$ cat src/hw/rtl/rqd_pkg.sv
package rqd_pkg;

   // Default ring depth
   localparam int QUEUE_DEPTH_DFLT = 16;

   // Payload widths
   localparam int ACTION_W = 2;
   localparam int PID_W    = 8;
   localparam int TIME_W   = 16;
   localparam int COUNT_W  = 5;
   localparam int SUM_W    = 20;

   // Request actions
   localparam logic [ACTION_W-1:0] ACT_ENQ   = 2'd0;
   localparam logic [ACTION_W-1:0] ACT_DEQ   = 2'd1;
   localparam logic [ACTION_W-1:0] ACT_STEAL = 2'd2;
   localparam logic [ACTION_W-1:0] ACT_QUERY = 2'd3;

   // One ring slot
   typedef struct packed {
      logic [PID_W-1:0]  proc_id;
      logic [TIME_W-1:0] time_left;
   } rqd_entry_type;

   // Slot memory strobes and write data
   typedef struct packed {
      logic          wr_en;
      logic          rd_en;
      rqd_entry_type wr_data;
   } rqd_ram_cmd_type;

endpackage

$ cat src/hw/rtl/rqd_req_if.sv
interface rqd_req_if;
   import rqd_pkg::*;

   logic                valid;
   logic                ready;
   logic [ACTION_W-1:0] action;
   logic [PID_W-1:0]    proc_id;
   logic [TIME_W-1:0]   time_left;

   modport source (output valid, action, proc_id, time_left, input ready);
   modport sink   (input valid, action, proc_id, time_left, output ready);

endinterface

$ cat src/hw/rtl/rqd_rsp_if.sv
interface rqd_rsp_if;
   import rqd_pkg::*;

   logic               valid;
   logic               ready;
   logic               found;
   logic [PID_W-1:0]   out_proc_id;
   logic [TIME_W-1:0]  out_time_left;
   logic               overflow;
   logic [COUNT_W-1:0] entry_count;
   logic [SUM_W-1:0]   time_total;

   modport source (output valid, found, out_proc_id, out_time_left, overflow,
                   entry_count, time_total, input ready);
   modport sink   (input valid, found, out_proc_id, out_time_left, overflow,
                   entry_count, time_total, output ready);

endinterface

$ cat src/hw/rtl/rqd_slot_ram.sv
module rqd_slot_ram #(
   parameter int DEPTH = rqd_pkg::QUEUE_DEPTH_DFLT,
   parameter int PTR_W = $clog2(DEPTH)
) (
   input  logic                    clock,
   input  rqd_pkg::rqd_ram_cmd_type cmd,
   input  logic [PTR_W-1:0]        wr_addr,
   input  logic [PTR_W-1:0]        rd_addr,
   output rqd_pkg::rqd_entry_type  rd_data
);
   import rqd_pkg::*;

   rqd_entry_type mem [DEPTH];
   rqd_entry_type rd_data_ff;

   // Single write port, single registered read port
   always_ff @(posedge clock) begin
      if (cmd.wr_en) begin
         mem[wr_addr] <= cmd.wr_data;
      end
      if (cmd.rd_en) begin
         rd_data_ff <= mem[rd_addr];
      end
   end

   assign rd_data = rd_data_ff;

endmodule

$ cat src/hw/rtl/rqd_ctrl.sv
module rqd_ctrl #(
   parameter int DEPTH = rqd_pkg::QUEUE_DEPTH_DFLT,
   parameter int PTR_W = $clog2(DEPTH)
) (
   input  logic                          clock,
   input  logic                          reset,
   // request side
   input  logic                          req_valid,
   output logic                          req_ready,
   input  logic [rqd_pkg::ACTION_W-1:0]  req_action,
   input  logic [rqd_pkg::PID_W-1:0]     req_proc_id,
   input  logic [rqd_pkg::TIME_W-1:0]    req_time_left,
   // response side
   output logic                          rsp_valid,
   input  logic                          rsp_ready,
   output logic                          rsp_found,
   output logic [rqd_pkg::PID_W-1:0]     rsp_proc_id,
   output logic [rqd_pkg::TIME_W-1:0]    rsp_time_left,
   output logic                          rsp_overflow,
   output logic [rqd_pkg::COUNT_W-1:0]   rsp_entry_count,
   output logic [rqd_pkg::SUM_W-1:0]     rsp_time_total,
   // slot memory
   output rqd_pkg::rqd_ram_cmd_type      ram_cmd,
   output logic [PTR_W-1:0]              ram_wr_addr,
   output logic [PTR_W-1:0]              ram_rd_addr,
   input  rqd_pkg::rqd_entry_type        ram_rd_data
);
   import rqd_pkg::*;

   localparam int OCC_W = $clog2(DEPTH + 1);
   localparam logic [PTR_W-1:0] PTR_LAST = PTR_W'(DEPTH - 1);
   localparam logic [OCC_W-1:0] OCC_FULL = OCC_W'(DEPTH);

   localparam logic S_IDLE = 1'b0;
   localparam logic S_READ = 1'b1;

   logic              state_ff, state_in;
   logic [PTR_W-1:0]  head_ff, head_in;
   logic [PTR_W-1:0]  tail_ff, tail_in;
   logic [OCC_W-1:0]  occ_ff, occ_in;
   logic [SUM_W-1:0]  sum_ff, sum_in;

   logic               rsp_valid_ff, rsp_valid_in;
   logic               found_ff, found_in;
   logic [PID_W-1:0]   pid_ff, pid_in;
   logic [TIME_W-1:0]  tl_ff, tl_in;
   logic               ovf_ff, ovf_in;
   logic [COUNT_W-1:0] cnt_ff, cnt_in;
   logic [SUM_W-1:0]   tot_ff, tot_in;

   logic              accept;
   logic              is_enq;
   logic              is_rem;
   logic              full;
   logic              empty;
   logic [PTR_W-1:0]  head_next;
   logic [PTR_W-1:0]  tail_next;
   logic [PTR_W-1:0]  tail_prev;

   // Hold requests while a removal waits on the memory or the result is stuck
   assign req_ready = (state_ff == S_IDLE) && (!rsp_valid_ff || rsp_ready);
   assign accept    = req_valid && req_ready;
   assign is_enq    = (req_action == ACT_ENQ);
   assign is_rem    = (req_action == ACT_DEQ) || (req_action == ACT_STEAL);
   assign full      = (occ_ff == OCC_FULL);
   assign empty     = (occ_ff == '0);

   assign head_next = (head_ff == PTR_LAST) ? '0 : head_ff + 1'b1;
   assign tail_next = (tail_ff == PTR_LAST) ? '0 : tail_ff + 1'b1;
   assign tail_prev = (tail_ff == '0) ? PTR_LAST : tail_ff - 1'b1;

   assign ram_wr_addr = tail_ff;
   assign ram_rd_addr = (req_action == ACT_STEAL) ? tail_prev : head_ff;

   always_comb begin
      state_in     = state_ff;
      head_in      = head_ff;
      tail_in      = tail_ff;
      occ_in       = occ_ff;
      sum_in       = sum_ff;
      rsp_valid_in = rsp_valid_ff && !rsp_ready;
      found_in     = found_ff;
      pid_in       = pid_ff;
      tl_in        = tl_ff;
      ovf_in       = ovf_ff;
      tot_in       = tot_ff;
      ram_cmd      = '0;

      ram_cmd.wr_data.proc_id   = req_proc_id;
      ram_cmd.wr_data.time_left = req_time_left;

      case (state_ff)
         S_IDLE: begin
            if (accept) begin
               found_in = 1'b0;
               pid_in   = '0;
               tl_in    = '0;
               ovf_in   = 1'b0;
               if (is_enq) begin
                  if (full) begin
                     ovf_in = 1'b1;
                  end else begin
                     ram_cmd.wr_en = 1'b1;
                     tail_in       = tail_next;
                     occ_in        = occ_ff + 1'b1;
                     sum_in        = sum_ff + SUM_W'(req_time_left);
                  end
                  rsp_valid_in = 1'b1;
               end else if (is_rem && !empty) begin
                  // Advance pointers now, settle the sum once the slot is read
                  ram_cmd.rd_en = 1'b1;
                  occ_in        = occ_ff - 1'b1;
                  if (req_action == ACT_STEAL) begin
                     tail_in = tail_prev;
                  end else begin
                     head_in = head_next;
                  end
                  state_in = S_READ;
               end else begin
                  rsp_valid_in = 1'b1;
               end
               tot_in = sum_in;
            end
         end
         S_READ: begin
            found_in     = 1'b1;
            pid_in       = ram_rd_data.proc_id;
            tl_in        = ram_rd_data.time_left;
            ovf_in       = 1'b0;
            sum_in       = sum_ff - SUM_W'(ram_rd_data.time_left);
            tot_in       = sum_in;
            rsp_valid_in = 1'b1;
            state_in     = S_IDLE;
         end
         default: begin
            state_in = S_IDLE;
         end
      endcase

      // Count field follows the port width, wrapping for deep rings
      cnt_in = COUNT_W'(occ_in);
   end

   always_ff @(posedge clock) begin
      if (reset) begin
         state_ff     <= S_IDLE;
         head_ff      <= '0;
         tail_ff      <= '0;
         occ_ff       <= '0;
         sum_ff       <= '0;
         rsp_valid_ff <= 1'b0;
      end else begin
         state_ff     <= state_in;
         head_ff      <= head_in;
         tail_ff      <= tail_in;
         occ_ff       <= occ_in;
         sum_ff       <= sum_in;
         rsp_valid_ff <= rsp_valid_in;
      end
   end

   always_ff @(posedge clock) begin
      found_ff <= found_in;
      pid_ff   <= pid_in;
      tl_ff    <= tl_in;
      ovf_ff   <= ovf_in;
      cnt_ff   <= cnt_in;
      tot_ff   <= tot_in;
   end

   assign rsp_valid       = rsp_valid_ff;
   assign rsp_found       = found_ff;
   assign rsp_proc_id     = pid_ff;
   assign rsp_time_left   = tl_ff;
   assign rsp_overflow    = ovf_ff;
   assign rsp_entry_count = cnt_ff;
   assign rsp_time_total  = tot_ff;

   a_occ_bound: assert property (@(posedge clock) disable iff (reset)
      occ_ff <= OCC_FULL)
      else $error("occupancy exceeds ring depth");

   a_read_slot_free: assert property (@(posedge clock) disable iff (reset)
      (state_ff == S_READ) |-> !rsp_valid_ff)
      else $error("result register busy while a removal completes");

   a_no_rw_overlap: assert property (@(posedge clock) disable iff (reset)
      !(ram_cmd.wr_en && ram_cmd.rd_en))
      else $error("slot memory read and written in one cycle");

   a_remove_reads: assert property (@(posedge clock) disable iff (reset)
      (accept && is_rem && !empty) |=> (state_ff == S_READ) && !rsp_valid_ff)
      else $error("removal did not wait for slot data");

   a_read_delivers: assert property (@(posedge clock) disable iff (reset)
      (state_ff == S_READ) |=> rsp_valid_ff && rsp_found && (state_ff == S_IDLE))
      else $error("removal produced no result");

endmodule

$ cat src/hw/rtl/ready_queue_deque_with_time_sum.sv
// Bounded ready queue of process ids, held as a ring in a synchronous slot
// memory, with a running total of the remaining times captured at enqueue.
// Every request (enqueue at tail, dequeue from head, steal from tail, query)
// returns exactly one response carrying the entry count and the total after
// the request. Removal from an empty queue returns found = 0; an enqueue into
// a full queue is dropped and flagged with overflow = 1. Enqueue, query and
// any request that finds nothing to remove go straight to the response
// register, so they can follow each other every cycle as long as responses
// are taken. A dequeue or steal that removes an entry first reads its slot
// from the registered slot memory, and the next request is held until the
// read data has been turned into the response. The response sits in an
// output register, so the next request is taken in the same cycle that the
// previous response leaves. Slot contents are not cleared at reset; only
// occupied slots are ever read, so no clearing pass is needed and the block
// accepts requests right after reset. QUEUE_DEPTH may be any value from 2
// up; past depth 16 the time total can wrap, past 31 the entry count too.
module ready_queue_deque_with_time_sum #(
   parameter int QUEUE_DEPTH = rqd_pkg::QUEUE_DEPTH_DFLT
) (
   input logic       clock,
   input logic       reset,
   rqd_req_if.sink   req_chan,
   rqd_rsp_if.source rsp_chan
);
   import rqd_pkg::*;

   localparam int PTR_W = $clog2(QUEUE_DEPTH);

   rqd_ram_cmd_type  ram_cmd;
   logic [PTR_W-1:0] ram_wr_addr;
   logic [PTR_W-1:0] ram_rd_addr;
   rqd_entry_type    ram_rd_data;

   // Pointers, counters, sequencing and the response register
   rqd_ctrl #(
      .DEPTH (QUEUE_DEPTH),
      .PTR_W (PTR_W)
   ) u_ctrl (
      .clock           (clock),
      .reset           (reset),
      .req_valid       (req_chan.valid),
      .req_ready       (req_chan.ready),
      .req_action      (req_chan.action),
      .req_proc_id     (req_chan.proc_id),
      .req_time_left   (req_chan.time_left),
      .rsp_valid       (rsp_chan.valid),
      .rsp_ready       (rsp_chan.ready),
      .rsp_found       (rsp_chan.found),
      .rsp_proc_id     (rsp_chan.out_proc_id),
      .rsp_time_left   (rsp_chan.out_time_left),
      .rsp_overflow    (rsp_chan.overflow),
      .rsp_entry_count (rsp_chan.entry_count),
      .rsp_time_total  (rsp_chan.time_total),
      .ram_cmd         (ram_cmd),
      .ram_wr_addr     (ram_wr_addr),
      .ram_rd_addr     (ram_rd_addr),
      .ram_rd_data     (ram_rd_data)
   );

   // Ring storage: one write and one registered read per cycle
   rqd_slot_ram #(
      .DEPTH (QUEUE_DEPTH),
      .PTR_W (PTR_W)
   ) u_slot_ram (
      .clock   (clock),
      .cmd     (ram_cmd),
      .wr_addr (ram_wr_addr),
      .rd_addr (ram_rd_addr),
      .rd_data (ram_rd_data)
   );

endmodule

$ cat src/flat_wrapper.sv
// flat-port wrapper written by rule: the top's interface ports become plain ports
module ready_queue_deque_with_time_sum_flat import rqd_pkg::*;
#(
   parameter int QUEUE_DEPTH = rqd_pkg::QUEUE_DEPTH_DFLT
)
  (clock, reset, req_chan_valid, req_chan_action, req_chan_proc_id, req_chan_time_left, req_chan_ready, rsp_chan_valid, rsp_chan_found, rsp_chan_out_proc_id, rsp_chan_out_time_left, rsp_chan_overflow, rsp_chan_entry_count, rsp_chan_time_total, rsp_chan_ready);
  rqd_req_if req_chan_i ();
  rqd_rsp_if rsp_chan_i ();
  input logic clock;
  input logic reset;
  input wire logic [$bits(req_chan_i.valid)-1:0] req_chan_valid;
  input wire logic [$bits(req_chan_i.action)-1:0] req_chan_action;
  input wire logic [$bits(req_chan_i.proc_id)-1:0] req_chan_proc_id;
  input wire logic [$bits(req_chan_i.time_left)-1:0] req_chan_time_left;
  output wire logic [$bits(req_chan_i.ready)-1:0] req_chan_ready;
  output wire logic [$bits(rsp_chan_i.valid)-1:0] rsp_chan_valid;
  output wire logic [$bits(rsp_chan_i.found)-1:0] rsp_chan_found;
  output wire logic [$bits(rsp_chan_i.out_proc_id)-1:0] rsp_chan_out_proc_id;
  output wire logic [$bits(rsp_chan_i.out_time_left)-1:0] rsp_chan_out_time_left;
  output wire logic [$bits(rsp_chan_i.overflow)-1:0] rsp_chan_overflow;
  output wire logic [$bits(rsp_chan_i.entry_count)-1:0] rsp_chan_entry_count;
  output wire logic [$bits(rsp_chan_i.time_total)-1:0] rsp_chan_time_total;
  input wire logic [$bits(rsp_chan_i.ready)-1:0] rsp_chan_ready;
  assign req_chan_i.valid = req_chan_valid;
  assign req_chan_i.action = req_chan_action;
  assign req_chan_i.proc_id = req_chan_proc_id;
  assign req_chan_i.time_left = req_chan_time_left;
  assign req_chan_ready = req_chan_i.ready;
  assign rsp_chan_valid = rsp_chan_i.valid;
  assign rsp_chan_found = rsp_chan_i.found;
  assign rsp_chan_out_proc_id = rsp_chan_i.out_proc_id;
  assign rsp_chan_out_time_left = rsp_chan_i.out_time_left;
  assign rsp_chan_overflow = rsp_chan_i.overflow;
  assign rsp_chan_entry_count = rsp_chan_i.entry_count;
  assign rsp_chan_time_total = rsp_chan_i.time_total;
  assign rsp_chan_i.ready = rsp_chan_ready;
  ready_queue_deque_with_time_sum #(.QUEUE_DEPTH(QUEUE_DEPTH)) u_core (.clock(clock), .reset(reset), .req_chan(req_chan_i), .rsp_chan(rsp_chan_i));
endmodule
$ cat config.mk
export PLATFORM = sky130hd
export DESIGN_NAME = ready_queue_deque_with_time_sum_flat
export DESIGN_NICKNAME = d
export VERILOG_FILES = /design/src/hw/rtl/rqd_pkg.sv /design/src/hw/rtl/rqd_req_if.sv /design/src/hw/rtl/rqd_rsp_if.sv /design/src/hw/rtl/rqd_slot_ram.sv /design/src/hw/rtl/rqd_ctrl.sv /design/src/hw/rtl/ready_queue_deque_with_time_sum.sv /design/src/flat_wrapper.sv
export SDC_FILE = /design/constraint.sdc
export NUM_CORES = 1
export LEC_CHECK = 0
export ABC_AREA = 1
export BUFFER_PORTS_ARGS = -buffer_cell sky130_fd_sc_hd__buf_2
export CAP_MARGIN = 30
export CORE_MARGIN = 2
export CORE_UTILIZATION = 50
export CTS_CLUSTER_DIAMETER = 200
export DETAILED_ROUTE_END_ITERATION = 10
export HOLD_SLACK_MARGIN = 0.1
export PLACE_DENSITY = 0.76
export SETUP_SLACK_MARGIN = 0.2
export SLEW_MARGIN = 15
export SYNTH_ARGS = -nofsm -noshare
export SYNTH_HDL_FRONTEND = slang
export SYNTH_SLANG_ARGS = --single-unit
$ cat constraint.sdc
create_clock -name clock -period 3.09 [get_ports clock]
set_input_delay 0.1545 -clock clock [delete_from_list [all_inputs] [get_ports clock]]
set_output_delay 0.1545 -clock clock [all_outputs]
set_load 0.1 [all_outputs]
==> reports/metrics.cfg <==
[drt]
drc=0
vias_per_cell=5.55
wl_met3_mm=4.62
drtIter0Drc=1509
wl_mm=56.5
dr_wl_met2_mm=26.8
routed.top_layer=met4
met1_length_mm=22.7
drtAntennaViolNets=0
firstDrtPassIters=6
vias=16260
wl_per_cell_um=19.3

[placed_design]
place_hpwl_mm=33.5
io_buffer_count=82
dp_cells=2812
place_area_um2=23700
pre_cts_ws_ns=0.350
gp_congestion=0.914

[worst_setup_path]
r2r_setup_slack_ns=0.43
cp_slowest_cell=dfxtp_1
rr_endpoint=u_core.u_slot_ram.rd_data[3]
r2r-start=u_core.u_ctrl.ram_wr_addr[1]
r2r_cells=13
startpoint_type=flip-flop
crit_chain=inv_1, ha_1, inv_1, nor2_8, nor2_8, nand2_8, nand2_8, buf_12, a21oi_1, o21ai_0, nand3_1, nand3_1, nand2_1
criticalPathCategory=flip-flop to flip-flop
arrival_ns=2.99
cpPeakStageDelay_ns=0.39
required_ns=3.42
worstSetupStartpoint=u_core.u_ctrl.ram_wr_addr[1]
setup.worst_path.end_class=flip-flop
worstPathMaxFanout=64

[timing]
setup_ws_ns=0.429
min_period_ns=2.66
fin_hold_ws_ns=0.167
post-route-period-util_pct=86.1
worst_slew_pin_slew_ns=0.768
setup_viol=0
maxSlewHeadroom_pct=48.8
fin_skew_ns=0.0330
finalSetupTns_ns=0
final_hold_viol_count=0
slew_viol_final=0
rsz0062_at_grt=false
max_freq_mhz=376

[floorplanning]
coreArea_um2=44400
die_h_um=216
num_rows=77
ios=83
die_area_um2=46900
die_width_um=216
start_util_pct=50.8

[synth]
synth_most_common_cell=edfxtp_1
syn_nets=2264
synth-edff-count=454
synth_cell_types=39
syn-instance-count=2190
synthArstFlopShare_pct=0
avgSynthCellArea_um2=10.3
synthTopCellsByCount=edfxtp_1 (454), nand2_1 (405), inv_1 (350), a21oi_1 (237), nand3_1 (209)
synth_largest_area_cell=edfxtp_1
synthTopCellsByArea=edfxtp_1 (60%), nand2_1 (6.7%), inv_1 (5.8%)
ys_seq_area_share_pct=63.9
ys.flop_type=edfxtp_1
synth_warnings=0
ys_ff_latch=494
synth_area_um2=22600
synth_top_area_share_pct=60.4

[outcome]
outcome=finished clean

[final_layout]
fin_nets=2376
utilization_pct=57.7
fill_cells=3579
drive_gt1_share_pct=10.6
syn2layout_area_growth_pct=13.5
ff_latch_area_um2=14400
antenna_cells=0
final_cell_area_um2=25600
instances_no_fill=2932
multiInputGateArea_um2=6320

[grt]
grt_max_degree=65
grt_overflow=0
grt_pass1_vias=15763
grt_use_total_pct=23.9
grt_pass1_wl_mm=86.2
antenna_found_initial=0

[clock_network]
cts.repair.resized=0
cts_sinks=494
cts_buffers=49
insertion_delay_ns=0.61
cts_setup_buffers=0
cts_tree=done
clockBufferDepth=3
cts_root_buffer=clkbuf_16
path_clk_slew_ns=0.06
ctsHtreeMaxLevel=2

[hold_path]
min_to=u_core.u_ctrl.occ_ff[4]
whs_path_depth=7
hp-class=primary input to flip-flop
hold_path_startpoint=rsp_chan_ready

[power_and_ir_drop]
power_mw=16.1
power_density_nw_per_um2=628
cellLeakagePower_nw=10.7
peakVddDrop_v=0.000498

[run]
drv_cap=0

## worst max-delay path: cells and delay by family, from the launching register on
| family | cells | cell delay [ns] |
|---|---|---|
| DFF | 1 | 0.39 |
| and+or+nand+nor | 7 | 0.93 |
| adders and majority gates | 1 | 0.22 |
| buffers and inverters | 3 | 0.56 |
| AOI/OAI and AO/OA | 2 | 0.24 |
## power breakdown
| group | internal (mW) | leakage [nW] | switching [mW] | total [mW] |
|---|---|---|---|---|
| Clock | 3.48 | 0.803 | 2.60 | 6.08 |
| Combinational | 0.637 | 5.40 | 1.81 | 2.45 |
| Sequential | 7.48 | 4.47 | 0.0925 | 7.57 |
| Total | 11.6 | 10.7 | 4.51 | 16.1 |
## cell usage in the layout, fill, tap and decap left out, drive strengths merged
cell | synthesis | final
a211oi | 1 | 1
a22o | 1 | 1
o31ai | 1 | 1
nor2 | 67 | 67
ha | 42 | 42
nand2 | 412 | 414
xor2 | 16 | 16
bufinv | 0 | 6
clkinv | 0 | 17
xnor2 | 3 | 3
nor3 | 14 | 14
o21ai | 185 | 185
buf | 67 | 127
or2 | 1 | 1
o22ai | 1 | 1
a21oi | 237 | 237
and2 | 5 | 5
inv | 360 | 367
clkbuf | 30 | 58
fa | 2 | 2
dlygate4sd3 | 0 | 29
nand4 | 6 | 6
o2111ai | 1 | 1
clkinvlp | 0 | 1
edfxtp | 454 | 454
nand3 | 209 | 209
o211ai | 28 | 28
nand3b | 7 | 7
dfxtp | 40 | 40
## repair_timing
| action | CTS | global route |
|---|---|---|
| hold buffers | 29 | 0 |
| endpoints found under the hold margin | 396 | 0 |
| endpoints found under the setup margin | 0 | 18 |
## cell type report
type | count | area share [%]
Clock buffer | 58 | 4.95
Multi-Input combinational cell | 1241 | 24.7
Clock inverter | 31 | 1.42
Inverter | 360 | 5.29
Tap cell | 592 | 2.89
Sequential cell | 494 | 56.3
Timing Repair Buffer | 156 | 4.47
## metal layers
metal,vias to the layer above,GRT usage (%)
met3,163,4.03
li1,7677,-
met4,0,11.0
met1,7705,30.9
met2,715,39.7
met5,-,0
## flip-flops by register name, summed over array words and instances (netlist names)
register / count
u_core.u_ctrl.state_ff: 1
u_core.u_ctrl.occ_ff: 5
u_core.u_ctrl.sum_ff: 20
u_core.u_ctrl.rsp_found: 1
u_core.u_ctrl.rsp_time_left: 16
u_core.u_slot_ram.rd_data: 24
u_core.u_ctrl.rsp_entry_count: 5
u_core.u_ctrl.ram_wr_addr: 4
u_core.u_ctrl.rsp_valid: 1
u_core.u_ctrl.head_ff: 4
u_core.u_ctrl.rsp_overflow: 1
u_core.u_ctrl.rsp_proc_id: 8
u_core.u_slot_ram.mem: 384
u_core.u_ctrl.rsp_time_total: 20
## logic make-up (layout without fill, tap and decap cells)
kind of cell / Yosys count / after routing / synth area share (%)
AO/OA/AOI/OAI: 455 / 455 / 10.5
XOR/XNOR: 19 / 19 / 0.737
adder cells (fa/ha/maj): 44 / 44 / 2.50
buffers and inverters: 457 / 605 / 8.40
flip-flops: 494 / 494 / 63.9
AND/OR/NAND/NOR: 721 / 723 / 13.9
## worst max path at each step
stage	to	slack (ns)	cells past startpoint
4_1_cts	u_core.u_slot_ram.rd_data[3]	0.29	13
5_1_grt	u_core.u_slot_ram.rd_data[3]	0.20	13
2_1_floorplan	u_core.u_slot_ram.mem[3][0]	-0.40	7
3_5_place_dp	u_core.u_slot_ram.rd_data[3]	0.35	13
3_3_place_gp	u_core.u_slot_ram.rd_data[3]	0.41	13
6_report	u_core.u_slot_ram.rd_data[3]	0.43	13
Power figures use the tool's default switching activity.
